**src/design/sample_covariance_correlation_macros.svh**
```systemverilog
// assertion macros for the covariance and correlation top design file
`ifndef SAMPLE_COVARIANCE_CORRELATION_MACROS_SVH
`define SAMPLE_COVARIANCE_CORRELATION_MACROS_SVH
`ifndef SYNTHESIS
`define SCC_ASSERT_SAME(lbl, ck, rn, ante, cons) \
  lbl: assert property (@(posedge ck) disable iff (!rn) (ante) |-> (cons)) \
    else $error("scc assertion failed");
`define SCC_ASSERT_NEXT(lbl, ck, rn, ante, cons) \
  lbl: assert property (@(posedge ck) disable iff (!rn) (ante) |=> (cons)) \
    else $error("scc assertion failed");
`else
`define SCC_ASSERT_SAME(lbl, ck, rn, ante, cons)
`define SCC_ASSERT_NEXT(lbl, ck, rn, ante, cons)
`endif
`endif

```
**src/design/scc_pkg.sv**
```systemverilog
// widths, constants and status codes of the covariance and correlation block
package scc_pkg;
  localparam int SAMPLE_BITS = 16;
  localparam int MAX_SAMPLES = 65536;
  localparam int CNT_W       = $clog2(MAX_SAMPLES + 1);
  localparam int SUM_W       = SAMPLE_BITS + CNT_W;
  localparam int SQ_W        = 2 * SAMPLE_BITS + CNT_W - 2;
  localparam int VAL_W       = 64;
  localparam int MUL_W       = 33;
  localparam int PROD_W      = 2 * MUL_W;
  localparam int ACC_W       = 128;
  localparam int NUM_W       = 128;
  localparam int DEN_W       = 64;
  localparam int ROOT_W      = 64;
  localparam int FRAC_COR    = 30;
  localparam int FRAC_COV    = 16;

  typedef enum logic [1:0] {
    STAT_OK   = 2'd0,
    STAT_FEW  = 2'd1,
    STAT_FLAT = 2'd2
  } stat_t;
endpackage

```
**src/design/scc_mul.sv**
```systemverilog
// shared registered signed multiplier
module scc_mul (
  input  logic                               clk,
  input  logic signed [scc_pkg::MUL_W-1:0]   mul_a,
  input  logic signed [scc_pkg::MUL_W-1:0]   mul_b,
  output logic signed [scc_pkg::PROD_W-1:0]  prod_r
);
  import scc_pkg::*;

  // one product per cycle
  always_ff @(posedge clk) begin
    prod_r <= PROD_W'(mul_a) * PROD_W'(mul_b);
  end
endmodule

```
**config.mk**
```make
export PLATFORM = sky130hd
export DESIGN_NAME = scc_mul
export DESIGN_NICKNAME = d
export VERILOG_FILES = /design/src/design/sample_covariance_correlation_macros.svh /design/src/design/scc_pkg.sv /design/src/design/scc_mul.sv
export SDC_FILE = /design/constraint.sdc
export NUM_CORES = 2
export LEC_CHECK = 0
export BUFFER_PORTS_ARGS = -buffer_cell sky130_fd_sc_hd__buf_4
export CORE_ASPECT_RATIO = 1.5
export CORE_UTILIZATION = 70
export CTS_CLUSTER_SIZE = 12
export DETAILED_ROUTE_END_ITERATION = 8
export GPL_TIMING_DRIVEN = 0
export HOLD_SLACK_MARGIN = 0.1
export PLACE_DENSITY = 0.95
export SLEW_MARGIN = 20
export SYNTH_ARGS = -nofsm -noshare
export SYNTH_HDL_FRONTEND = slang
export SYNTH_SLANG_ARGS = --single-unit
```
**constraint.sdc**
```tcl
create_clock -name clk -period 24.4 [get_ports clk]
set_input_delay 2.44 -clock clk [delete_from_list [all_inputs] [get_ports clk]]
set_output_delay 2.44 -clock clk [all_outputs]
set_load 0.01 [all_outputs]
```
==> flow_metrics.py, run 1 <==
metrics = {
    "logic_synthesis": {
        "synth_area_um2": 40700,
        "synthCells": 4338,
        "synth_compound_area_share_pct": 4.07,
        "synth_edf_count": 0,
        "syn-num-nets": 5767,
        "netlist.area_leader.share_pct": 56.3,
        "synth_top_area_cell": "fa_1",
        "synth_seq_cells": 66,
        "ys_types": 80,
        "synthMuxAreaShare_pct": 0,
        "async_flop_share_pct": 0,
        "synth_flop_cell": "dfxtp_1",
        "synth_fa_ha_area_share_pct": 62.9,
        "yosysSeqAreaShare_pct": 3.24,
        "yosysWarnings": 0,
        "synthSimpleGateAreaFrac_pct": 15.8,
        "ys_top_cells_by_area": "fa_1 56%, inv_1 10%, and2_1 8.6%",
        "synth_top_family_by_area": "adder cells",
        "avgSynthCellArea_um2": 9.39,
        "synth_xor_area_share_pct": 1.46,
    },
    "clock_tree": {
        "clockBufferDepth": 2,
        "cts.sinks": 66,
        "postCtsResizedCells": 0,
        "cts_buffers": 9,
        "cts-root-buf": "clkbuf_16",
        "postCtsSetupBuffers": 0,
        "ctsHoldBuffers": 0,
        "ctsHtreeMaxLevel": 3,
    },
    "floorplanning": {
        "initial_core_util_pct": 71.3,
        "io_pins": 133,
        "die_h_um": 297,
        "die_x_um": 199,
        "num_rows": 107,
    },
    "global_route": {
        "grt-ovfl-total": 432,
        "grt_pass1_vias": 43461,
        "grt_pass1_wl_um": 321000,
        "grt_max_degree": 27,
        "grt_use_total_pct": 75.6,
    },
    "place": {
        "io_buffer_count": 132,
        "gp_congestion": 1.16,
        "hpwl_um": 143000,
    },
    "run_status": {
        "status": "aborted with a tool error",
        "stop_stage": "5_1_grt",
        "error_line": "[ERROR GRT-0116] Global routing finished with congestion. Check the congestion regions in the DRC Viewer.",
    },
}
-- Yosys cell counts (3+ instances only) --
| library cell | instances |
|---|---|
| and3_1 | 5 |
| nand3_1 | 25 |
| nor2_1 | 68 |
| a21oi_2 | 3 |
| clkbuf_1 | 208 |
| fa_1 | 1145 |
| and2_1 | 562 |
| nand2_1 | 551 |
| nand4_1 | 11 |
| nand2b_1 | 12 |
| a211oi_2 | 3 |
| o211ai_1 | 4 |
| a211o_1 | 6 |
| or3_1 | 3 |
| a21o_1 | 36 |
| dfxtp_1 | 66 |
| inv_1 | 1131 |
| o21ai_1 | 6 |
| or2_2 | 3 |
| xnor2_1 | 43 |
| nor2b_1 | 5 |
| xor2_1 | 25 |
| o31ai_4 | 3 |
| a21oi_1 | 57 |
| buf_2 | 11 |
| ha_1 | 217 |
| o21a_1 | 6 |
| o21ai_0 | 25 |
| a211oi_1 | 7 |
| nor3_1 | 7 |
| and4_1 | 5 |
| a31oi_1 | 8 |
| o21bai_1 | 11 |
-- through the flow --
stage / cells / instance area [um^2] / setup WS [ns]
floorplan: 4338 / 40700 / 14.72
global placement: 5233 / 42700 / 12.98
detailed placement: 5233 / 42700 / 12.94
CTS: 5249 / 43000 / 13.29
-- routing by layer --
layer  GRT overflow  global-route usage [%]
met1              4                    75.5
met2            211                    92.5
met3              6                    60.0
met4            211                    75.1
met5              0                    23.2
-- kinds of logic after synthesis --
logic type	count (synthesis)
AOI/OAI and AO/OA	219
xor gates and xnor gates	68
adders and majority gates	1362
buffers and inverters	1352
DFF	66
and+or+nand+nor	1271
==> run 2, diff against run 1 <==
--- a/config.mk
+++ b/config.mk
@@ -6,13 +6,10 @@
 export NUM_CORES = 2
 export LEC_CHECK = 0
 export BUFFER_PORTS_ARGS = -buffer_cell sky130_fd_sc_hd__buf_4
-export CORE_ASPECT_RATIO = 1.5
-export CORE_UTILIZATION = 70
-export CTS_CLUSTER_SIZE = 12
+export CORE_UTILIZATION = 40
 export DETAILED_ROUTE_END_ITERATION = 8
 export GPL_TIMING_DRIVEN = 0
-export HOLD_SLACK_MARGIN = 0.1
-export PLACE_DENSITY = 0.95
+export PLACE_DENSITY_LB_ADDON = 0.15
 export SLEW_MARGIN = 20
 export SYNTH_ARGS = -nofsm -noshare
 export SYNTH_HDL_FRONTEND = slang
==> run 2 against run 1 <==
Effect of this change: the flow now finishes without violations; area after synthesis is the same; synthesized cell count stayed put.
==> flow_metrics.py, run 2 <==
metrics = {
    "floorplanning": {
        "die_x_um": 321,
        "num_rows": 116,
        "initial_core_util_pct": 40.6,
        "io_pins": 133,
        "die_area_um2": 103000,
        "die_h_um": 321,
        "core_area_um2": 100000,
    },
    "global_route": {
        "grt_use_total_pct": 32.0,
        "use_met3_pct": 4.96,
        "top_usage_layer": "met2",
        "met1_usage_pct": 43.2,
        "grt-ovfl-total": 0,
        "grt_pass1_wl_um": 230000,
        "grt_max_degree": 25,
        "antenna_found_initial": 26,
        "use_met2_pct": 49.8,
        "grt_pass1_vias": 32674,
    },
    "logic_synthesis": {
        "avgSynthCellArea_um2": 9.39,
        "ys_types": 80,
        "synth_edf_count": 0,
        "async_flop_share_pct": 0,
        "synth_most_common_cell": "fa_1",
        "synthCells": 4338,
        "synth_seq_cells": 66,
        "synthTopCellsByCount": "1145 x fa_1, 1131 x inv_1, 562 x and2_1",
        "yosysWarnings": 0,
        "synth_area_um2": 40700,
        "syn-num-nets": 5767,
        "yosysSeqAreaShare_pct": 3.24,
        "ys_top_cells_by_area": "fa_1 56%, inv_1 10%, and2_1 8.6%",
        "synth_top_area_cell": "fa_1",
        "netlist.area_leader.share_pct": 56.3,
        "synth_flop_cell": "dfxtp_1",
    },
    "sta": {
        "slew_headroom_pct": 11.3,
        "rsz0062_at_grt": "false",
        "final.period_utilization_pct": 48.1,
        "fin_crit_ns": 11.74,
        "setup_viol": 0,
        "final_max_slew_viol_count": 0,
        "fin_ws_ns": 12.66,
        "finalSetupTns_ns": 0,
        "max_freq_ghz": 0.0852,
        "tightest_slew_ns": 1.33,
        "final_hold_viol_count": 0,
    },
    "setup_path": {
        "setup.worst_path.end_class": "flop",
        "cp_data_arrival_time_ns": 12.06,
        "worst_path_max_delay_cell": "fa_2",
        "crit_chain": "buf_4 -> clkbuf_1 -> nand2_1 -> inv_1 -> fa_1 -> fa_1 -> inv_1 -> fa_1 -> inv_1 -> fa_2 -> fa_1 -> fa_1 -> fa_1 -> inv_1 -> fa_1 -> inv_1 -> ha_1 -> clkbuf_1 -> nand4_1 -> nor3_1 -> o311ai_4 -> nand3_2 -> a211oi_1 -> a311oi_1",
        "start_kind": "primary input",
        "critPathMaxStageDelay_ns": 0.96,
        "cp_data_required_time_ns": 24.72,
        "path_class": "in2reg",
        "cpMostUsedCell": "fa_1",
        "crit_path_max_fanout": 17,
    },
    "finish": {
        "largest_reg_flops": 66,
        "num-fill-cells": 10239,
        "drive_gt1_share_pct": 4.59,
        "syn_to_final_growth_pct": 7.57,
        "top_regs": "prod_r: 66 flops",
        "final_cell_mix": "1143 x fa_1, 1131 x inv_1, 562 x and2_1",
        "instances_no_fill": 5858,
        "final_common_cell": "fa_1",
        "fin_nets": 5911,
        "finalInstanceArea_um2": 43800,
        "largest-register": "prod_r",
    },
    "flow_run": {
        "maxCapViolations": 0,
    },
    "worst_hold_path": {
        "hold_class": "in2reg",
        "holdPathEnd": "prod_r[0]",
        "hold_depth": 2,
        "worstHoldStart": "mul_a[0]",
    },
    "place": {
        "dp.cells": 5828,
        "gp_congestion": 1.02,
        "hpwl_um": 134000,
        "dpl_cell_area_um2": 43500,
        "io_buffer_count": 132,
        "post-place-ws_ns": 12.35,
    },
    "route": {
        "drt_iter0_markers": 2310,
        "ant_nets": 0,
        "drc_errors": 0,
        "post_drt_wl_per_cell_um": 26.9,
        "wl_um": 158000,
        "num_vias": 30237,
        "vias_per_cell": 5.16,
        "drt_pass1_iterations": 5,
    },
    "clock_tree": {
        "postCtsSetupBuffers": 0,
        "cts_tree": "built",
        "postCtsResizedCells": 0,
        "ctsHtreeMaxLevel": 3,
        "cts.clk_slew.worst_paths_ns": 0.07,
        "ctsHoldBuffers": 0,
        "cts_buffers": 9,
        "cts.sinks": 66,
        "cts-root-buf": "clkbuf_16",
        "clockBufferDepth": 2,
    },
    "run_status": {
        "status": "complete, no violations",
    },
}
==> run 2: cell counts after synthesis <==
Identical to the previous run, type by type.
==> run 2: logic make-up after synthesis <==
logic type | Yosys count | share of synthesized area [%]
fa+ha+maj | 1362 | 62.9
buf+inv | 1352 | 12.5
simple gates | 1271 | 15.8
compound gates | 219 | 4.07
xor+xnor | 68 | 1.46
flops | 66 | 3.24
==> run 2: per-stage QoR <==
stage,utilization (%),hold slack (ns)
after floorplan,-,2.57
after global placement,43.2,2.80
after detailed placement,43.3,2.80
final,43.6,2.40
after CTS,43.6,2.34
after global routing,43.6,2.38
==> run 2: routing by layer <==
metal  vias up  part of all wire (%)  wire length, um
met5         -                 0.021               33
met4         4                   6.2             9720
met3       298                   7.7            12100
met2      1284                    45            71700
met1     15996                    41            64200
li1      12655                     -                -
==> run 2: how the worst max path moves through the flow <==
stage,endpoint,from,depth (start not counted)
6_report,prod_r[64],mul_a[32],24
4_1_cts,prod_r[64],mul_a[32],24
3_5_place_dp,prod_r[64],mul_a[32],24
3_3_place_gp,prod_r[64],mul_a[32],22
2_1_floorplan,prod_r[62],mul_a[32],23
5_1_grt,prod_r[64],mul_a[32],24
==> run 2: cell type report <==
cell class                      count  area [um^2]  share of cell area, %
Antenna cell                       14         35.0                 0.0799
Buffer                            221          858                   1.96
Clock buffer                       10          239                  0.545
Clock inverter                      6         90.1                  0.206
Inverter                         1131         4250                   9.69
Multi-Input combinational cell   2920        34300                   78.3
Sequential cell                    66         1320                   3.02
Tap cell                         1357         1700                   3.87
Timing Repair Buffer              133         1010                   2.31
==> run 2: worst max-delay path: cells and delay by family <==
family	cells	cell delay [ns]
adder cells (fa/ha/maj)	9	4.84
AND/OR/NAND/NOR	4	1.93
buffers and inverters	8	1.92
AO/OA/AOI/OAI	3	0.87
Power of run 2 is left out: the tool's default activity adds up to more than one toggle a clock period on the data nets, which glitch-free logic cannot reach.
