==> src/design/sample_covariance_correlation_macros.svh <==
// assertion macros for the covariance and correlation top design file
`ifndef SAMPLE_COVARIANCE_CORRELATION_MACROS_SVH
`define SAMPLE_COVARIANCE_CORRELATION_MACROS_SVH
`ifndef SYNTHESIS
`define SCC_ASSERT_SAME(lbl, ck, rn, ante, cons) \
  lbl: assert property (@(posedge ck) disable iff (!rn) (ante) |-> (cons)) \
    else $error("scc assertion failed");
`define SCC_ASSERT_NEXT(lbl, ck, rn, ante, cons) \
  lbl: assert property (@(posedge ck) disable iff (!rn) (ante) |=> (cons)) \
    else $error("scc assertion failed");
`else
`define SCC_ASSERT_SAME(lbl, ck, rn, ante, cons)
`define SCC_ASSERT_NEXT(lbl, ck, rn, ante, cons)
`endif
`endif

==> src/design/scc_pkg.sv <==
// widths, constants and status codes of the covariance and correlation block
package scc_pkg;
  localparam int SAMPLE_BITS = 16;
  localparam int MAX_SAMPLES = 65536;
  localparam int CNT_W       = $clog2(MAX_SAMPLES + 1);
  localparam int SUM_W       = SAMPLE_BITS + CNT_W;
  localparam int SQ_W        = 2 * SAMPLE_BITS + CNT_W - 2;
  localparam int VAL_W       = 64;
  localparam int MUL_W       = 33;
  localparam int PROD_W      = 2 * MUL_W;
  localparam int ACC_W       = 128;
  localparam int NUM_W       = 128;
  localparam int DEN_W       = 64;
  localparam int ROOT_W      = 64;
  localparam int FRAC_COR    = 30;
  localparam int FRAC_COV    = 16;

  typedef enum logic [1:0] {
    STAT_OK   = 2'd0,
    STAT_FEW  = 2'd1,
    STAT_FLAT = 2'd2
  } stat_t;
endpackage

==> src/design/scc_sqrt.sv <==
// bit-serial integer square root, two radicand bits per cycle
module scc_sqrt (
  input  logic                             clk,
  input  logic                             rst_n,
  input  logic                             start,
  input  logic [scc_pkg::ACC_W-1:0]        radicand,
  output logic                             done,
  output logic [scc_pkg::ROOT_W-1:0]       root
);
  import scc_pkg::*;

  localparam int REM_W = ROOT_W + 4;

  logic [ACC_W-1:0]  rad_r;
  logic [REM_W-1:0]  rem_r;
  logic [ROOT_W-1:0] root_r;
  logic [$clog2(ROOT_W)-1:0] cnt_r;
  logic              busy_r;
  logic              done_r;
  logic [REM_W-1:0]  rem_sh;
  logic [REM_W-1:0]  trial;
  logic              ge;

  // trial subtract of the next digit
  always_comb begin
    rem_sh = {rem_r[REM_W-3:0], rad_r[ACC_W-1:ACC_W-2]};
    trial  = {2'b00, root_r, 2'b01};
    ge     = rem_sh >= trial;
  end

  // control
  always_ff @(posedge clk) begin
    if (!rst_n) begin
      busy_r <= 1'b0;
      done_r <= 1'b0;
      cnt_r  <= '0;
    end else begin
      done_r <= 1'b0;
      if (start) begin
        busy_r <= 1'b1;
        cnt_r  <= '1;
      end else if (busy_r) begin
        cnt_r <= cnt_r - 1'b1;
        if (cnt_r == '0) begin
          busy_r <= 1'b0;
          done_r <= 1'b1;
        end
      end
    end
  end

  // datapath
  always_ff @(posedge clk) begin
    if (start) begin
      rad_r  <= radicand;
      rem_r  <= '0;
      root_r <= '0;
    end else if (busy_r) begin
      rad_r  <= {rad_r[ACC_W-3:0], 2'b00};
      rem_r  <= ge ? rem_sh - trial : rem_sh;
      root_r <= {root_r[ROOT_W-2:0], ge};
    end
  end

  assign done = done_r;
  assign root = root_r;
endmodule

==> config.mk <==
export PLATFORM = sky130hd
export DESIGN_NAME = scc_sqrt
export DESIGN_NICKNAME = d
export VERILOG_FILES = /design/src/design/sample_covariance_correlation_macros.svh /design/src/design/scc_pkg.sv /design/src/design/scc_sqrt.sv
export SDC_FILE = /design/constraint.sdc
export NUM_CORES = 1
export LEC_CHECK = 0
export BUFFER_PORTS_ARGS = -buffer_cell sky130_fd_sc_hd__buf_2
export CORE_MARGIN = 5
export CORE_UTILIZATION = 35
export CTS_BUF_LIST = sky130_fd_sc_hd__clkbuf_8 sky130_fd_sc_hd__clkbuf_16
export CTS_CLUSTER_DIAMETER = 150
export DETAILED_ROUTE_END_ITERATION = 10
export SYNTH_ARGS = -nofsm -noshare
export SYNTH_HDL_FRONTEND = slang
export SYNTH_SLANG_ARGS = --single-unit
==> constraint.sdc <==
create_clock -name clk -period 5 [get_ports clk]
set_clock_uncertainty 0.15 [all_clocks]
set_input_delay 0.5 -clock clk [delete_from_list [all_inputs] [get_ports clk]]
set_output_delay 0.5 -clock clk [all_outputs]
set_load 0.1 [all_outputs]
## Word-level counts from Yosys, hierarchy flattened

Index checks and enable logic that the tools add are counted.

- Add/sub/neg operators: 2
- Order comparisons: 1
- Muxes and demuxes: 9
- Bitwise logic cells: 2
- Reductions and logical operators: 3

Operators by type and width:

| operator | count |
|---|---|
| 2-to-1 mux 128 bit | 2 |
| >= comparator 68 x 66 -> 1 bit | 1 |
| 2-to-1 mux 66 bit | 1 |
| subtractor 66 bit | 1 |
| 2-to-1 mux 6 bit | 2 |
| logical NOT 6 bit | 1 |
| subtractor 6 x 1 -> 6 bit, second input constant | 1 |
| 2-to-1 mux 1 bit | 4 |
| OR reduction 3 bit | 1 |
| NOT 1 bit | 2 |
| nonzero test 2 bit | 1 |

- Register bits: 266
- Bits of input ports: 131
- Output and inout port bits: 65
- Word-level logic and storage cells: 23

## Logic depth before layout (Yosys ltp)

- Depth in word-level cells: 4
- Mapped depth: 15
- Mapped depth without buffers: 12

## Least setup slack after synthesis

OpenSTA, ideal clock, no wires.

- Path type: register to register
- Start: reg busy_r
- End: reg rad_r[0], enable pin
- Setup time: 0.481 ns
- Arrival time: 3.396 ns
- Slack: 0.972 ns
- Cell stages (with the launch flop): 5
- Clock period less this slack: 4.028 ns
- Path through: dfxtp_1 clkbuf_1 clkbuf_1 nor2_1 inv_1

- Word-level cells in the longest chain between the ends: 1

Ends and longest elaborated chain:

| element | line | source |
|---|---|---|
| start: declaration | scc_sqrt.sv:18 | `logic busy_r;` |
| start signal: assignment | scc_sqrt.sv:34 | `busy_r <= 1'b0;` |
| start signal: assignment | scc_sqrt.sv:40 | `busy_r <= 1'b1;` |
| start signal: assignment | scc_sqrt.sv:45 | `busy_r <= 1'b0;` |
| nonzero test 2 bit (no line) | -- |  |
| end signal: assignment | scc_sqrt.sv:55 | `rad_r <= radicand;` |
| end signal: assignment | scc_sqrt.sv:59 | `rad_r <= {rad_r[ACC_W-3:0], 2'b00};` |
| end: declaration | scc_sqrt.sv:14 | `logic [ACC_W-1:0] rad_r;` |

Every way passes these cells.
A chain may end at the register's enable or synchronous reset.

## Worst setup path in the final report

- Start: reg root_r[13], in the netlist root[13]
- End: reg rem_r[38]

- Word-level cells in the longest chain between the ends: 2
- Elaborated cells on any way between the ends: 3
- Those cells by class: add/sub (1); order compare (1); mux (1)

Ends and longest elaborated chain:

| element | line | source |
|---|---|---|
| start: declaration | scc_sqrt.sv:16 | `logic [ROOT_W-1:0] root_r;` |
| start signal: assignment | scc_sqrt.sv:61 | `root_r <= {root_r[ROOT_W-2:0], ge};` |
| subtractor 66 bit / >= comparator 68 x 66 -> 1 bit (equally long branches) | scc_sqrt.sv:60, scc_sqrt.sv:28 |  |
| 2-to-1 mux 66 bit * | scc_sqrt.sv:60 | `rem_r <= ge ? rem_sh - trial : rem_sh;` |
| end signal: assignment | scc_sqrt.sv:60 |  |
| end: declaration | scc_sqrt.sv:15 | `logic [REM_W-1:0] rem_r;` |

Every way passes the cells marked *; elsewhere a longest branch is shown, timed or not.

==> impl_metrics.tcl <==
set metrics [dict create \
    htree_levels 1 \
    cp_slowest_cell "buf_4" \
    rsz0062_at_grt "no" \
    cts-buffers-inserted 31 \
    place_inst 2264 \
    required_ps 5270 \
    clock_path_buffers 3 \
    post-route-drc-count 0 \
    core_area_sq_mm 0.0430 \
    viasPerCell 5.10 \
    cp_cell_sequence "inv_1 > ha_1 > a21oi_1 > o21ai_1 > a2111oi_0 > o211ai_1 > a211oi_2 > nor3_1 > nor3_4 > buf_4 > mux2i_1 > a211oi_1" \
    netlist_area_sq_mm 0.0152 \
    area_growth_pct 15.9 \
    cts.clk_slew.worst_paths_ps 60 \
    synth_seq_cells 266 \
    cp.arrival_ps 4070 \
    tritoncts "built" \
    num_vias 11874 \
    cts_hold_buffers 0 \
    firstDrtPassIters 5 \
    portBuffers 195 \
    finalSetupViolations 0 \
    die-area_sq_mm 0.0477 \
    die_w_microns 218 \
    gp_congestion 0.913 \
    power.switching_w 0.00408 \
    yosys_warnings 0 \
    yosysSeqAreaShare 0.434 \
    finalHoldViolCount 0 \
    postRouteAntennaNets 0 \
    grt_usage 0.157 \
    vdd_drop_max_v 0.000369 \
    syn_nets 1772 \
    boundaryPins 196 \
    root_buffer "clkbuf_16" \
    slew_viol_final 0 \
    worst-slew-pin-transition_ps 867 \
    cts_resized 0 \
    drv_cap 0 \
    postSynthCellCount 1573 \
    postCtsSetupRepairBufs 0 \
    synth_cell_types 66 \
    dpl_cell_area_sq_mm 0.0166 \
    first_iter_violations 661 \
    crit_family "compound AO/OA/AOI/OAI gates" \
    drt_wl_total_mm 38.2 \
    min_path_type "input port to flip-flop" \
    grt_max_degree 164 \
    dominantRegCellSynth "dfxtp_1" \
    grt_pass1_vias 11741 \
    pwr-share-clk 0.222 \
    num_rows 76 \
    status "complete, no violations" \
    power_density_mw_per_mm2 566 \
    max_freq_ghz 0.264 \
    post-route-period-util 0.759 \
    clk_latency_ps 590 \
    critPathKind "flip-flop to flip-flop" \
    intPower_w 0.00590 \
    grt_pass1_wl_mm 62.3 \
    period_needed_ps 3790 \
    syn_avg_cell_area_sq_um 9.67 \
    max_slew_margin 0.422 \
    dieHeight_microns 218 \
    antenna_found_initial 15 \
    initial_utilization 0.354 \
    drive_gt1_frac 0.227 \
    path_buf_inv 2 \
    wl_per_cell_microns 16.4 \
    nets 1911 \
    final_area_sq_mm 0.0176 \
    seqPwrFrac 0.276 \
    leakagePower_nw 7.22 \
    fin_total_pwr_w 0.00997 \
    start_kind "flip-flop" \
    async_reset_ff_frac 0 \
    finalNonFillerCells 2326 \
    combinationalPowerShare 0.502 \
    cpPeakStageDelay_ps 470 \
    clock_sink_count 266 \
    fin_setup_tns_ps 0 \
    hpwlAfterDp_mm 27.9 \
    p_sw_frac 0.409 \
    synth-edff-count 128 \
    overflow 0 \
    worstSetupEndpointType "flip-flop" \
    worstPathMaxFanout 45 \
]
==> power by group through the flow <==
stage / logic [W] / registers (W) / clock network (W)
floorplan: 0.00400 / 0.00277 / 0
global placement: 0.00495 / 0.00279 / 0
detailed placement: 0.00497 / 0.00280 / 0
CTS: 0.00500 / 0.00276 / 0.00230
global route: 0.00561 / 0.00279 / 0.00238
finish: 0.00501 / 0.00275 / 0.00221
==> worst register-to-register path, cell delays in order (launching register included) <==
cell,delay [ps]
dfxtp_1,400
inv_1,70
ha_1,420
a21oi_1,240
o21ai_1,140
a2111oi_0,400
o211ai_1,290
a211oi_2,300
nor3_1,130
nor3_4,210
buf_4,470
mux2i_1,310
a211oi_1,110
==> flip-flops by register name (all words and copies together), names as in the netlist <==
name and cells:
rem_r 66, done 1, root 64, cnt_r 6, busy_r 1, rad_r 128
==> cells in the mapped netlist, drive strengths merged, types with 6 or more instances <==
cell	count	area (sq um)
edfxtp	128	3840
o22ai	8	50.1
nor2	199	747
a21oi	123	619
o21ai	61	309
mux2	126	1420
nand3	17	85.1
nor4	6	37.5
inv	94	353
nor2b	12	75.1
nand2	83	312
xnor2	42	368
dfxtp	138	2760
mux2i	85	851
nand4	33	206
and2	7	43.8
o211ai	7	52.6
and3	8	50.1
o21a	11	82.6
a21o	22	165
xor2	21	184
nor3	20	111
buf	24	131
a31oi	13	81.3
a211oi	61	463
o21bai	15	113
nand2b	9	56.3
ha	68	851
clkbuf	76	285
==> logic make-up (layout without fill, tap and decap cells) <==
group	after synthesis	count (layout)	synth area share
and+or+nand+nor	411	411	0.122
AOI/OAI and AO/OA	360	360	0.152
DFF	266	266	0.434
muxes	211	211	0.149
buffers and inverters	194	358	0.0506
adders and majority gates	68	68	0.0560
xor gates and xnor gates	63	63	0.0363
other	0	4	0
==> final cells by class <==
class	count	area [sq um]
Sequential cell	266	6610
Clock buffer	36	845
Inverter	94	355
Antenna cell	4	10.0
Fill cell	4354	25400
Tap cell	585	732
Clock inverter	22	156
Multi-Input combinational cell	1113	7830
Timing Repair Buffer	206	1080
==> final timing paths <==
kind         cells past startpoint        start  slack (ps)         to
min                              2  radicand[0]          50   rad_r[0]
min reg2reg                      2     rem_r[0]         340   rem_r[0]
max                             12     root[13]        1210  rem_r[38]
max reg2reg                     12     root[13]        1210  rem_r[38]
==> metal layers <==
layer | part of all wire | GRT usage | wire (microns) | up-vias
li1 | - | - | - | 5956
met1 | 0.44 | 0.200 | 16700 | 5516
met2 | 0.46 | 0.257 | 17400 | 289
met3 | 0.079 | 0.0535 | 3000 | 89
met4 | 0.024 | 0.0379 | 920 | 24
met5 | 0.0049 | 0 | 188 | -
==> stage by stage <==
stage,utilization,hold WS [ps],worst slack (ps)
2_1_floorplan,-,301,972
3_3_place_gp,0.386,326,1170
3_5_place_dp,0.386,345,1190
6_report,0.410,53.2,1210
5_1_grt,0.410,34.4,880
4_1_cts,0.410,10.5,1170
==> layout by cell type (no fill, tap or decap), types with 15 or more instances in the layout <==
master	netlist	final
inv_1	94	108
xnor2_1	42	42
nor3_1	19	19
nand2_1	83	83
nor2_1	199	199
o21ai_0	55	55
mux2i_1	85	85
a21oi_1	122	122
xor2_1	21	21
mux2_2	126	126
clkbuf_16	0	31
nand3_1	17	17
a211oi_1	60	60
nand4_1	33	33
edfxtp_1	128	128
buf_2	12	194
ha_1	68	68
o21bai_1	15	15
a21o_1	22	22
dfxtp_1	138	137
(Power assumes the default switching activity.)
