## config.mk

```make
export PLATFORM = sky130hd
export DESIGN_NAME = scc_div
export DESIGN_NICKNAME = d
export VERILOG_FILES = /design/src/design/sample_covariance_correlation_macros.svh /design/src/design/scc_pkg.sv /design/src/design/scc_div.sv
export SDC_FILE = /design/constraint.sdc
export NUM_CORES = 1
export LEC_CHECK = 0
export BUFFER_PORTS_ARGS = -buffer_cell sky130_fd_sc_hd__buf_2
export CAP_MARGIN = 30
export CELL_PAD_IN_SITES_DETAIL_PLACEMENT = 1
export CELL_PAD_IN_SITES_GLOBAL_PLACEMENT = 1
export CORE_MARGIN = 3
export CORE_UTILIZATION = 45
export DETAILED_ROUTE_END_ITERATION = 16
export GPL_TIMING_DRIVEN = 0
export PLACE_DENSITY_LB_ADDON = 0.1
export SLEW_MARGIN = 10
export SYNTH_ARGS = -nofsm -noshare
export SYNTH_HDL_FRONTEND = slang
export SYNTH_SLANG_ARGS = --single-unit
export TNS_END_PERCENT = 20
```

## constraint.sdc

```tcl
create_clock -name clk -period 4.6 [get_ports clk]
set_clock_uncertainty 0.2 [all_clocks]
set_input_delay 0.46 -clock clk [delete_from_list [all_inputs] [get_ports clk]]
set_output_delay 0.46 -clock clk [all_outputs]
set_load 0.01 [all_outputs]
```

## src/design/sample_covariance_correlation_macros.svh

```systemverilog
// assertion macros for the covariance and correlation top design file
`ifndef SAMPLE_COVARIANCE_CORRELATION_MACROS_SVH
`define SAMPLE_COVARIANCE_CORRELATION_MACROS_SVH
`ifndef SYNTHESIS
`define SCC_ASSERT_SAME(lbl, ck, rn, ante, cons) \
  lbl: assert property (@(posedge ck) disable iff (!rn) (ante) |-> (cons)) \
    else $error("scc assertion failed");
`define SCC_ASSERT_NEXT(lbl, ck, rn, ante, cons) \
  lbl: assert property (@(posedge ck) disable iff (!rn) (ante) |=> (cons)) \
    else $error("scc assertion failed");
`else
`define SCC_ASSERT_SAME(lbl, ck, rn, ante, cons)
`define SCC_ASSERT_NEXT(lbl, ck, rn, ante, cons)
`endif
`endif

```

## src/design/scc_pkg.sv

```systemverilog
// widths, constants and status codes of the covariance and correlation block
package scc_pkg;
  localparam int SAMPLE_BITS = 16;
  localparam int MAX_SAMPLES = 65536;
  localparam int CNT_W       = $clog2(MAX_SAMPLES + 1);
  localparam int SUM_W       = SAMPLE_BITS + CNT_W;
  localparam int SQ_W        = 2 * SAMPLE_BITS + CNT_W - 2;
  localparam int VAL_W       = 64;
  localparam int MUL_W       = 33;
  localparam int PROD_W      = 2 * MUL_W;
  localparam int ACC_W       = 128;
  localparam int NUM_W       = 128;
  localparam int DEN_W       = 64;
  localparam int ROOT_W      = 64;
  localparam int FRAC_COR    = 30;
  localparam int FRAC_COV    = 16;

  typedef enum logic [1:0] {
    STAT_OK   = 2'd0,
    STAT_FEW  = 2'd1,
    STAT_FLAT = 2'd2
  } stat_t;
endpackage

```

## src/design/scc_div.sv

```systemverilog
// restoring divider, one quotient bit per cycle
module scc_div (
  input  logic                            clk,
  input  logic                            rst_n,
  input  logic                            start,
  input  logic [scc_pkg::NUM_W-1:0]       num,
  input  logic [scc_pkg::DEN_W-1:0]       den,
  output logic                            done,
  output logic [scc_pkg::VAL_W-1:0]       quo
);
  import scc_pkg::*;

  logic [NUM_W-1:0]  num_r;
  logic [DEN_W-1:0]  den_r;
  logic [DEN_W-1:0]  rem_r;
  logic [VAL_W-1:0]  quo_r;
  logic [$clog2(NUM_W)-1:0] cnt_r;
  logic              busy_r;
  logic              done_r;
  logic [DEN_W:0]    rem_sh;
  logic [DEN_W:0]    diff;
  logic              ge;

  // trial subtract
  always_comb begin
    rem_sh = {rem_r, num_r[NUM_W-1]};
    diff   = rem_sh - {1'b0, den_r};
    ge     = rem_sh >= {1'b0, den_r};
  end

  // control
  always_ff @(posedge clk) begin
    if (!rst_n) begin
      busy_r <= 1'b0;
      done_r <= 1'b0;
      cnt_r  <= '0;
    end else begin
      done_r <= 1'b0;
      if (start) begin
        busy_r <= 1'b1;
        cnt_r  <= '1;
      end else if (busy_r) begin
        cnt_r <= cnt_r - 1'b1;
        if (cnt_r == '0) begin
          busy_r <= 1'b0;
          done_r <= 1'b1;
        end
      end
    end
  end

  // datapath
  always_ff @(posedge clk) begin
    if (start) begin
      num_r <= num;
      den_r <= den;
      rem_r <= '0;
      quo_r <= '0;
    end else if (busy_r) begin
      num_r <= {num_r[NUM_W-2:0], 1'b0};
      rem_r <= ge ? diff[DEN_W-1:0] : rem_sh[DEN_W-1:0];
      quo_r <= {quo_r[VAL_W-2:0], ge};
    end
  end

  assign done = done_r;
  assign quo  = quo_r;
endmodule

```

# After elaboration in Yosys (flattened, before gate mapping)
# Cells that the tools add are included.
# op_classes
n_bitwise	2
order_cmp	1
mux	9
n_addsub	2
n_reduce_logical	3
# op_table
operator	count
128-bit two-way mux	2
65-bit by 64-bit >= comparator with 1-bit output	1
64-bit two-way mux	1
64-bit subtractor	1
7-bit two-way mux	2
7-bit zero test	1
7-bit by 1-bit subtractor with 7-bit output, second input constant	1
1-bit two-way mux	4
3-bit OR reduction	1
1-bit NOT	2
2-bit nonzero test	1
# word_totals
elab_cells	24
ff_bits	329
out_inout_bits	65
inputBits	195

# Longest topological paths before layout
# Gate-level depths: netlist of the first run.
# logic_depth
ltp_word	4
depth_mapped	14
ltp_nobuf	12

# Worst setup path after synthesis of the first run
# Ideal clock, no wire load.
# synth_path
path_type	input -> register
startpoint	input start
endpoint	register num_r[0], enable pin
arrival_time_ps	3461
required_ps	3919
n_path_buf	2
setup_time_ps	481
cell_stages	4
setup_slack_ps	458
path_cell_list	clkbuf_1 -> nor2_1 -> clkbuf_1 -> inv_1
# synth_via
elab_chain_len	1
# synth_lines
element	line_no	text
start: declaration	scc_div.sv:5	input logic start,
2-bit nonzero test (no source line)	-	
end signal: assignment	scc_div.sv:55	num_r <= num;
end signal: assignment	scc_div.sv:60	num_r <= {num_r[NUM_W-2:0], 1'b0};
end: declaration	scc_div.sv:13	logic [NUM_W-1:0] num_r;
# No other way between the ends.
# A chain may end at the register's enable or synchronous reset.

# Final worst setup path of the first run
# layout_path
startpoint	register num_r[127]
endpoint	register rem_r[62]
# layout_via
elab_chain_len	2
# layout_lines
element	line_no	text
64-bit subtractor / 65-bit by 64-bit >= comparator with 1-bit output (equally long branches)	scc_div.sv:27, scc_div.sv:28	
64-bit two-way mux *	scc_div.sv:61	rem_r <= ge ? diff[DEN_W-1:0] : rem_sh[DEN_W-1:0];
end signal: assignment	scc_div.sv:61	
end: declaration	scc_div.sv:15	logic [DEN_W-1:0] rem_r;
# Every way passes the cells marked *; elsewhere a longest branch is shown, timed or not.

==> results.md, run 1 <==
- Status: finished, final reports clean
- Largest net degree at the start of global routing: 98
- R2R Path Start: num_r[127]
- Flop pwr share: 44.5%
- Initial antenna violation count: 4
- CTS root buffer: clkbuf_16
- CTS Buf Count: 37
- Post-synthesis sequential area ratio: 49.7%
- Max cap viols: 0
- Switching share of power: between 20% and 30%
- Net Switching: around 2200 µW
- Syn-to-layout area delta: 28.3%
- Drt total wl: slightly above 60000 µm
- Worst hold path type: in2reg
- Row cnt: 70
- CTS resizes: 0
- Initial Util: roughly 46%
- Critical path arrival: between 4 and 5 ns
- Cells after DPL: ~2400
- Clock transition at the registers of the reported paths: approximately 0.07 ns
- Ports: 260
- Area leader, netlist: edfxtp_1
- Hold Fails Final Rpt: 0
- H-tree Lvls: 2
- Combinational share of power: roughly 17%
- Worst Setup Start Kind: flop
- Int Pwr: about 5600 µW
- Clk_lat worst skew: about 0.58 ns
- Hold_sp: num[54]
- Max clock buf depth: 3
- Detailed placer's ending HPWL: between 30000 and 40000 µm
- Dominant synthesized flop cell: edfxtp_1
- Input/output buffers: approximately 260
- Synthesized cell area: between 15000 and 20000 µm²
- Fmax: ~0.26 GHz
- Vias in the first global route: between 15000 and 20000
- Core area: between 30000 and 40000 µm²
- Post-Syn Instances: roughly 1600
- Post-synth EDFFs: between 150 and 200
- Leakage: around 0.0092 µW
- Via count: approximately 15000
- Synth Register Bits: approximately 330
- Most frequent cells in the layout: 274 x buf_2, 192 x edfxtp_1, 166 x dlygate4sd3_1
- Fin crit period: slightly below 4 ns
- GPL Wtd Cong: about 0.9
- Syn nets: between 1500 and 2000
- Die ar.: between 40000 and 50000 µm²
- Setup-failing EPs final: 0
- RSZ-0062 raised after global routing: no
- # fillers: roughly 4000
- Synth warn: 0
- Top cell type's share of synthesized area: 33.7%
- Finished Core Util: approximately three fifths
- Crit share post-route: a little over four fifths
- Initial DRC Count: 1021
- Drt drc: 0
- Non-Filler Instances: between 2000 and 3000
- Most common cell after layout, fill and taps aside: buf_2
- Tot GR Track Use: 29.6%
- Hold depth: 2
- Cell variety after synth: 80
- Syn_area_per_cell: about 11 µm²
- Synth area leaders: edfxtp_1 34%, dfxtp_1 16%, mux2_2 8.6%, ha_1 4.8%, mux2i_1 4.4%
- Clock network power share: ~39%
- CP Capture Type: flop
- Grt ovf: 0
- Async set-reset flop share out of synthesis: 0%
- Crit Path Class: reg2reg
- Die span in y: between 200 and 250 µm
- Share of layout cells above drive strength 1: approximately 23%
- CTS tree: done
- RR Endpoint: rem_r[62]
- Clock Sinks: ~330
- Fin nets: about 2300
- Worst-path fanout max: 4
- PD cells: about 350 nW/µm²
- Final ANT Viol Nets: 0
- Worst hold path endpoint: num_r[54]
- DIE WIDTH: ~200 µm
- Max IR drop VDD: a little over 0.3 mV
- Setup_tns: 0 ns
- Routed len/inst: between 20 and 25 µm
- First-pass GRT wire length: 93900 µm
- Slew @ Worst Pin: ~0.98 ns
- Postcts setup bufs: 0
- CP Data Required Time: about 4.9 ns
- Internal reg-to-reg setup slack: ~0.71 ns
- Rel. slew slack: between 30% and 40%
- Worst Reg-to-Reg Cells: 12
- Drt pass-1 iters: 5
- Drt via density: ~5.6
- Final Slew Violations: 0
[sequential cells by signal, summed over array words and instances, names as in the netlist]
name	count
busy_r	1
cnt_r	7
den_r	64
done	1
num_r	128
quo	64
rem_r	64
[per-stage QoR]
step	power, µW	setup WS, ns	instance area (µm²)	hold slack [ns]
floorplan	4270	0.458	17100	0.250
global placement	4610	-2.29	19000	0.265
detailed placement	4650	0.568	19100	0.283
CTS	7700	0.777	21900	0.000287
global route	8070	0.478	21900	0.00911
finish	7780	0.713	21900	0.0165
[worst max path at each step]
stage	startpoint	end	slack (ns)	cells past startpoint
after floorplan	start	num_r[0]	0.46	4
after global placement	start	num_r[89]	-2.29	5
after detailed placement	start	rem_r[17]	0.57	7
after CTS	den_r[14]	rem_r[17]	0.78	13
after global routing	den_r[14]	rem_r[17]	0.48	13
final	num_r[127]	rem_r[62]	0.71	12
[synth_stat cells (all sizes together), types with 4 or more instances]
cell type,instances
nand4,23
nor4b,4
a211oi,14
nand2,162
and2,4
xnor2,34
and4,7
nor3,18
ha,66
a21oi,88
mux2,130
o21ai,72
xor2,25
or2,6
nor2b,6
a31oi,10
o31a,5
o31ai,5
nor2,150
a32oi,11
and3,10
buf,41
dfxtp,137
o211ai,15
a311oi,36
nand3,22
o21a,10
clkbuf,50
edfxtp,192
nand2b,7
nor4,6
a21o,28
o21bai,14
inv,88
mux2i,75
[cell families (layout without fill, tap and decap cells)]
kind of cell               Yosys count  after routing  synth area share, %
adders and majority gates           67             67                 4.94
muxes                              205            205                 12.9
other                                0              4                    0
DFF                                329            329                 49.7
buffers and inverters              182            677                 4.48
xor gates and xnor gates            59             59                 3.02
and+or+nand+nor                    438            438                 11.6
AOI/OAI and AO/OA                  339            339                 13.2
[worst max-delay path, cell delays in order (launching register included)]
cell and delay [ns]:
edfxtp_1 0.43, inv_1 0.07, ha_1 0.23, fa_1 0.41
nand2b_1 0.18, a21boi_0 0.32, o211ai_1 0.15, and4_4 0.23
a211oi_2 0.49, o21ai_1 0.29, o31ai_1 0.39, mux2_2 0.38
nand2_1 0.05
[power groups by stage]
stage / Combinational [µW] / Sequential [µW] / Clock, µW
final: 1320 / 3460 / 3000
after global routing: 1440 / 3480 / 3160
after CTS: 1270 / 3450 / 2980
after detailed placement: 1150 / 3500 / 0
after global placement: 1110 / 3500 / 0
after floorplan: 797 / 3480 / 0
[layout make-up]
| type | count | area [µm²] | share of cell area (%) |
|---|---|---|---|
| repair buffers | 428 | 3020 | 13.8 |
| clock inverters | 11 | 106 | 0.485 |
| diodes | 4 | 10.0 | 0.0456 |
| plain buffers | 91 | 425 | 1.94 |
| flip-flops and latches | 329 | 8510 | 38.8 |
| well taps | 504 | 631 | 2.87 |
| clock buffers | 56 | 1070 | 4.89 |
| inverters | 91 | 347 | 1.58 |
| multi-input cells | 1108 | 7830 | 35.7 |
[timing repair]
action,in CTS,in global routing
endpoints found under the hold margin,166,0
hold buffers,166,0
setup endpoints to repair,0,0
[layer usage]
| layer | vias to the layer above | part of all wire, % | GRT usage [%] | wire, µm |
|---|---|---|---|---|
| met5 | - | 0 | 0 | 0 |
| met4 | 0 | 3.0 | 9.44 | 1850 |
| li1 | 6845 | - | - | - |
| met3 | 115 | 5.1 | 5.08 | 3140 |
| met2 | 430 | 51 | 53.3 | 31000 |
| met1 | 7362 | 41 | 36.1 | 25200 |
Note: power is estimated with default switching activity, not from simulation.
==> run 2: changes to the inputs <==
--- a/config.mk
+++ b/config.mk
@@ -10,7 +10,7 @@
 export CELL_PAD_IN_SITES_DETAIL_PLACEMENT = 1
 export CELL_PAD_IN_SITES_GLOBAL_PLACEMENT = 1
 export CORE_MARGIN = 3
-export CORE_UTILIZATION = 45
+export CORE_UTILIZATION = 41
 export DETAILED_ROUTE_END_ITERATION = 16
 export GPL_TIMING_DRIVEN = 0
 export PLACE_DENSITY_LB_ADDON = 0.1
==> constraint.sdc (replaced) <==
create_clock -name clk -period 3.2 [get_ports clk]
set_clock_uncertainty 0.2 [all_clocks]
set_input_delay 0.32 -clock clk [delete_from_list [all_inputs] [get_ports clk]]
set_output_delay 0.32 -clock clk [all_outputs]
set_load 0.01 [all_outputs]
==> run 2 against run 1 <==
  * Total power increased by 47%
  * Worst setup slack worse by 0.68 ns
  * Sequential power rose by 44%
  * Final cell count is 3.5% higher
  * Core utilization down 1.5 points
  * Critical path type unchanged
  * Sequential share of layout area is 2.8 points lower
  * First-iteration DRC count down 16%
  * Maximum frequency increased by 23%
  * Global-route usage is 3.1 points lower
  * Critical path depth up 1
==> results.md, run 2 (same netlist as run 1, synthesis figures left out) <==
- Vias in the first global route: around 16000
- Drt pass-1 iters: 5
- Hold Fails Final Rpt: 0
- Non-Filler Instances: approximately 2700
- Share of layout cells above drive strength 1: 30.5%
- Max IR drop VDD: roughly 0.47 mV
- Initial antenna violation count: 6
- Combinational share of power: roughly a fifth
- Int Pwr: about 8300 µW
- Critical path arrival: 3.44 ns
- Most flops, register: num_r
- Status: finished, final reports clean
- Crit Path Class: reg2reg
- Rel. slew slack: 28.5%
- Fin area: about 24000 µm²
- Ports: 260
- DIE WIDTH: 210 µm
- Drt drc: 0
- Grt ovf: 0
- Die ar.: 44200 µm²
- Final Hold Slack: ~0.035 ns
- Fin nets: 2412
- Final ANT Viol Nets: 0
- Max clock buf depth: 3
- Detailed placer's ending HPWL: roughly 38000 µm
- Leakage: 0.00964 µW
- Row cnt: 74
- Worst Setup Start Kind: flop
- CP Capture Type: flop
- Max cap viols: 0
- Most common cell after layout, fill and taps aside: buf_2
- CP Data Required Time: 3.47 ns
- Fmax: between 0.3 and 0.4 GHz
- Initial Util: between 40% and 50%
- Final setup margin: ~0.032 ns
- Most frequent cells in the layout: 264 x buf_2, 193 x dlygate4sd3_1, 192 x edfxtp_1
- Crit share post-route: between 90% and 100%
- GPL Wtd Cong: around 0.9
- Max reg flops: between 100 and 150
- Clock transition at the registers of the reported paths: roughly 0.06 ns
- Drt via density: roughly 5.5
- Routed len/inst: 22.4 µm
- Flop pwr share: 43.4%
- Clock network power share: 37.3%
- # fillers: roughly 4300
- Final Slew Violations: 0
- RR Endpoint: rem_r[38]
- Worst hold path type: in2reg
- H-tree Lvls: 2
- Drt total wl: ~61000 µm
- CTS tree: done
- Worst Reg-to-Reg Cells: 13
- Input/output buffers: approximately 260
- Worst hold path endpoint: den_r[5]
- Core area: 41000 µm²
- Clk_lat worst skew: between 0.5 and 0.6 ns
- Die span in y: between 200 and 250 µm
- Setup-failing EPs final: 0
- Fin crit period: 3.17 ns
- Largest net degree at the start of global routing: 37
- Worst-path fanout max: 6
- Initial DRC Count: roughly 860
- DP Area: 19200 µm²
- Via count: ~15000
- Hold depth: 1
- PD cells: roughly 480 nW/µm²
- Cells after DPL: 2415
- CTS root buffer: clkbuf_16
- Tot GR Track Use: 26.5%
- Clock Sinks: approximately 330
- R2R Path Start: den_r[26]
- Internal reg-to-reg setup slack: approximately 0.032 ns
- Pre-CTS setup slack: -0.528 ns
- Finished Core Util: ~58%
- Net Switching: between 3000 and 4000 µW
- Slew @ Worst Pin: roughly 1.1 ns
- RSZ-0062 raised after global routing: yes
- Switching share of power: about 28%
- First-pass GRT wire length: ~92000 µm
- CTS Buf Count: 39
- Syn-to-layout area delta: 38.4%
- Hold_sp: start
[run 2: per-stage QoR]
stage,total power [µW],TNS [ns]
floorplan,6140,0
global placement,6640,-381.25
detailed placement,6700,-25.63
CTS,11200,-0.122
global route,11900,-1.17
finish,11500,0
[run 2: layout make-up]
class                      count  area, µm²  share of cell area (%)
antenna                        3       7.51                  0.0317
buffer                        78        520                    2.20
clock buffer                  48       1040                    4.39
clock inverter                21        145                   0.613
inverter                      91        345                    1.46
multi-input combinational   1108       8700                    36.8
sequential                   329       8510                    36.0
tap                          532        666                    2.81
timing repair buffer         503       3730                    15.8
[run 2: layer usage]
layer  part of all wire, %  global-route usage, %  up-vias
li1                      -                      -     6961
met2                    50                   46.0      382
met5                 0.068                      0        -
met4                   2.8                   8.84        6
met1                    42                   33.1     7370
met3                   5.2                   5.24      112
[run 2: what timing repair did]
action | 4_1_cts | 5_1_grt
hold buffers | 193 | 0
gates resized for setup | 73 | 157
endpoints found under the setup margin | 65 | 65
pin swaps | 12 | 60
buffers inserted | 8 | 34
endpoints found under the hold margin | 201 | 0
gates cloned | 0 | 4
[run 2: worst max-delay path by stage]
| stage | start | to | slack [ns] | cells after the start |
|---|---|---|---|---|
| after floorplan | start | num_r[0] | 0.001 | 4 |
| after global placement | start | num_r[101] | -1.89 | 5 |
| after detailed placement | num_r[127] | rem_r[62] | -0.53 | 12 |
| after CTS | den_r[33] | rem_r[3] | -0.04 | 14 |
| after global routing | den_r[20] | rem_r[45] | -0.1 | 12 |
| final | den_r[26] | rem_r[38] | 0.03 | 13 |
[run 2: worst max-delay path, cell delays in order (launching register included)]
cell and delay [ns]:
edfxtp_1 0.37, inv_1 0.10, ha_2 0.32, a21o_1 0.21, a31oi_4 0.27, o211ai_1 0.13, a21oi_2 0.16, o31a_1 0.27
a21oi_4 0.11, or2_4 0.26, clkbuf_16 0.17, buf_4 0.16, mux2i_1 0.11, a211oi_1 0.24
[run 2: power groups by stage]
stage	clock network (µW)	registers (µW)	logic [µW]
2_1_floorplan	0	4990	1150
3_3_place_gp	0	5030	1610
3_5_place_dp	0	5030	1670
4_1_cts	4320	4950	1940
5_1_grt	4520	5010	2410
6_report	4280	4980	2220
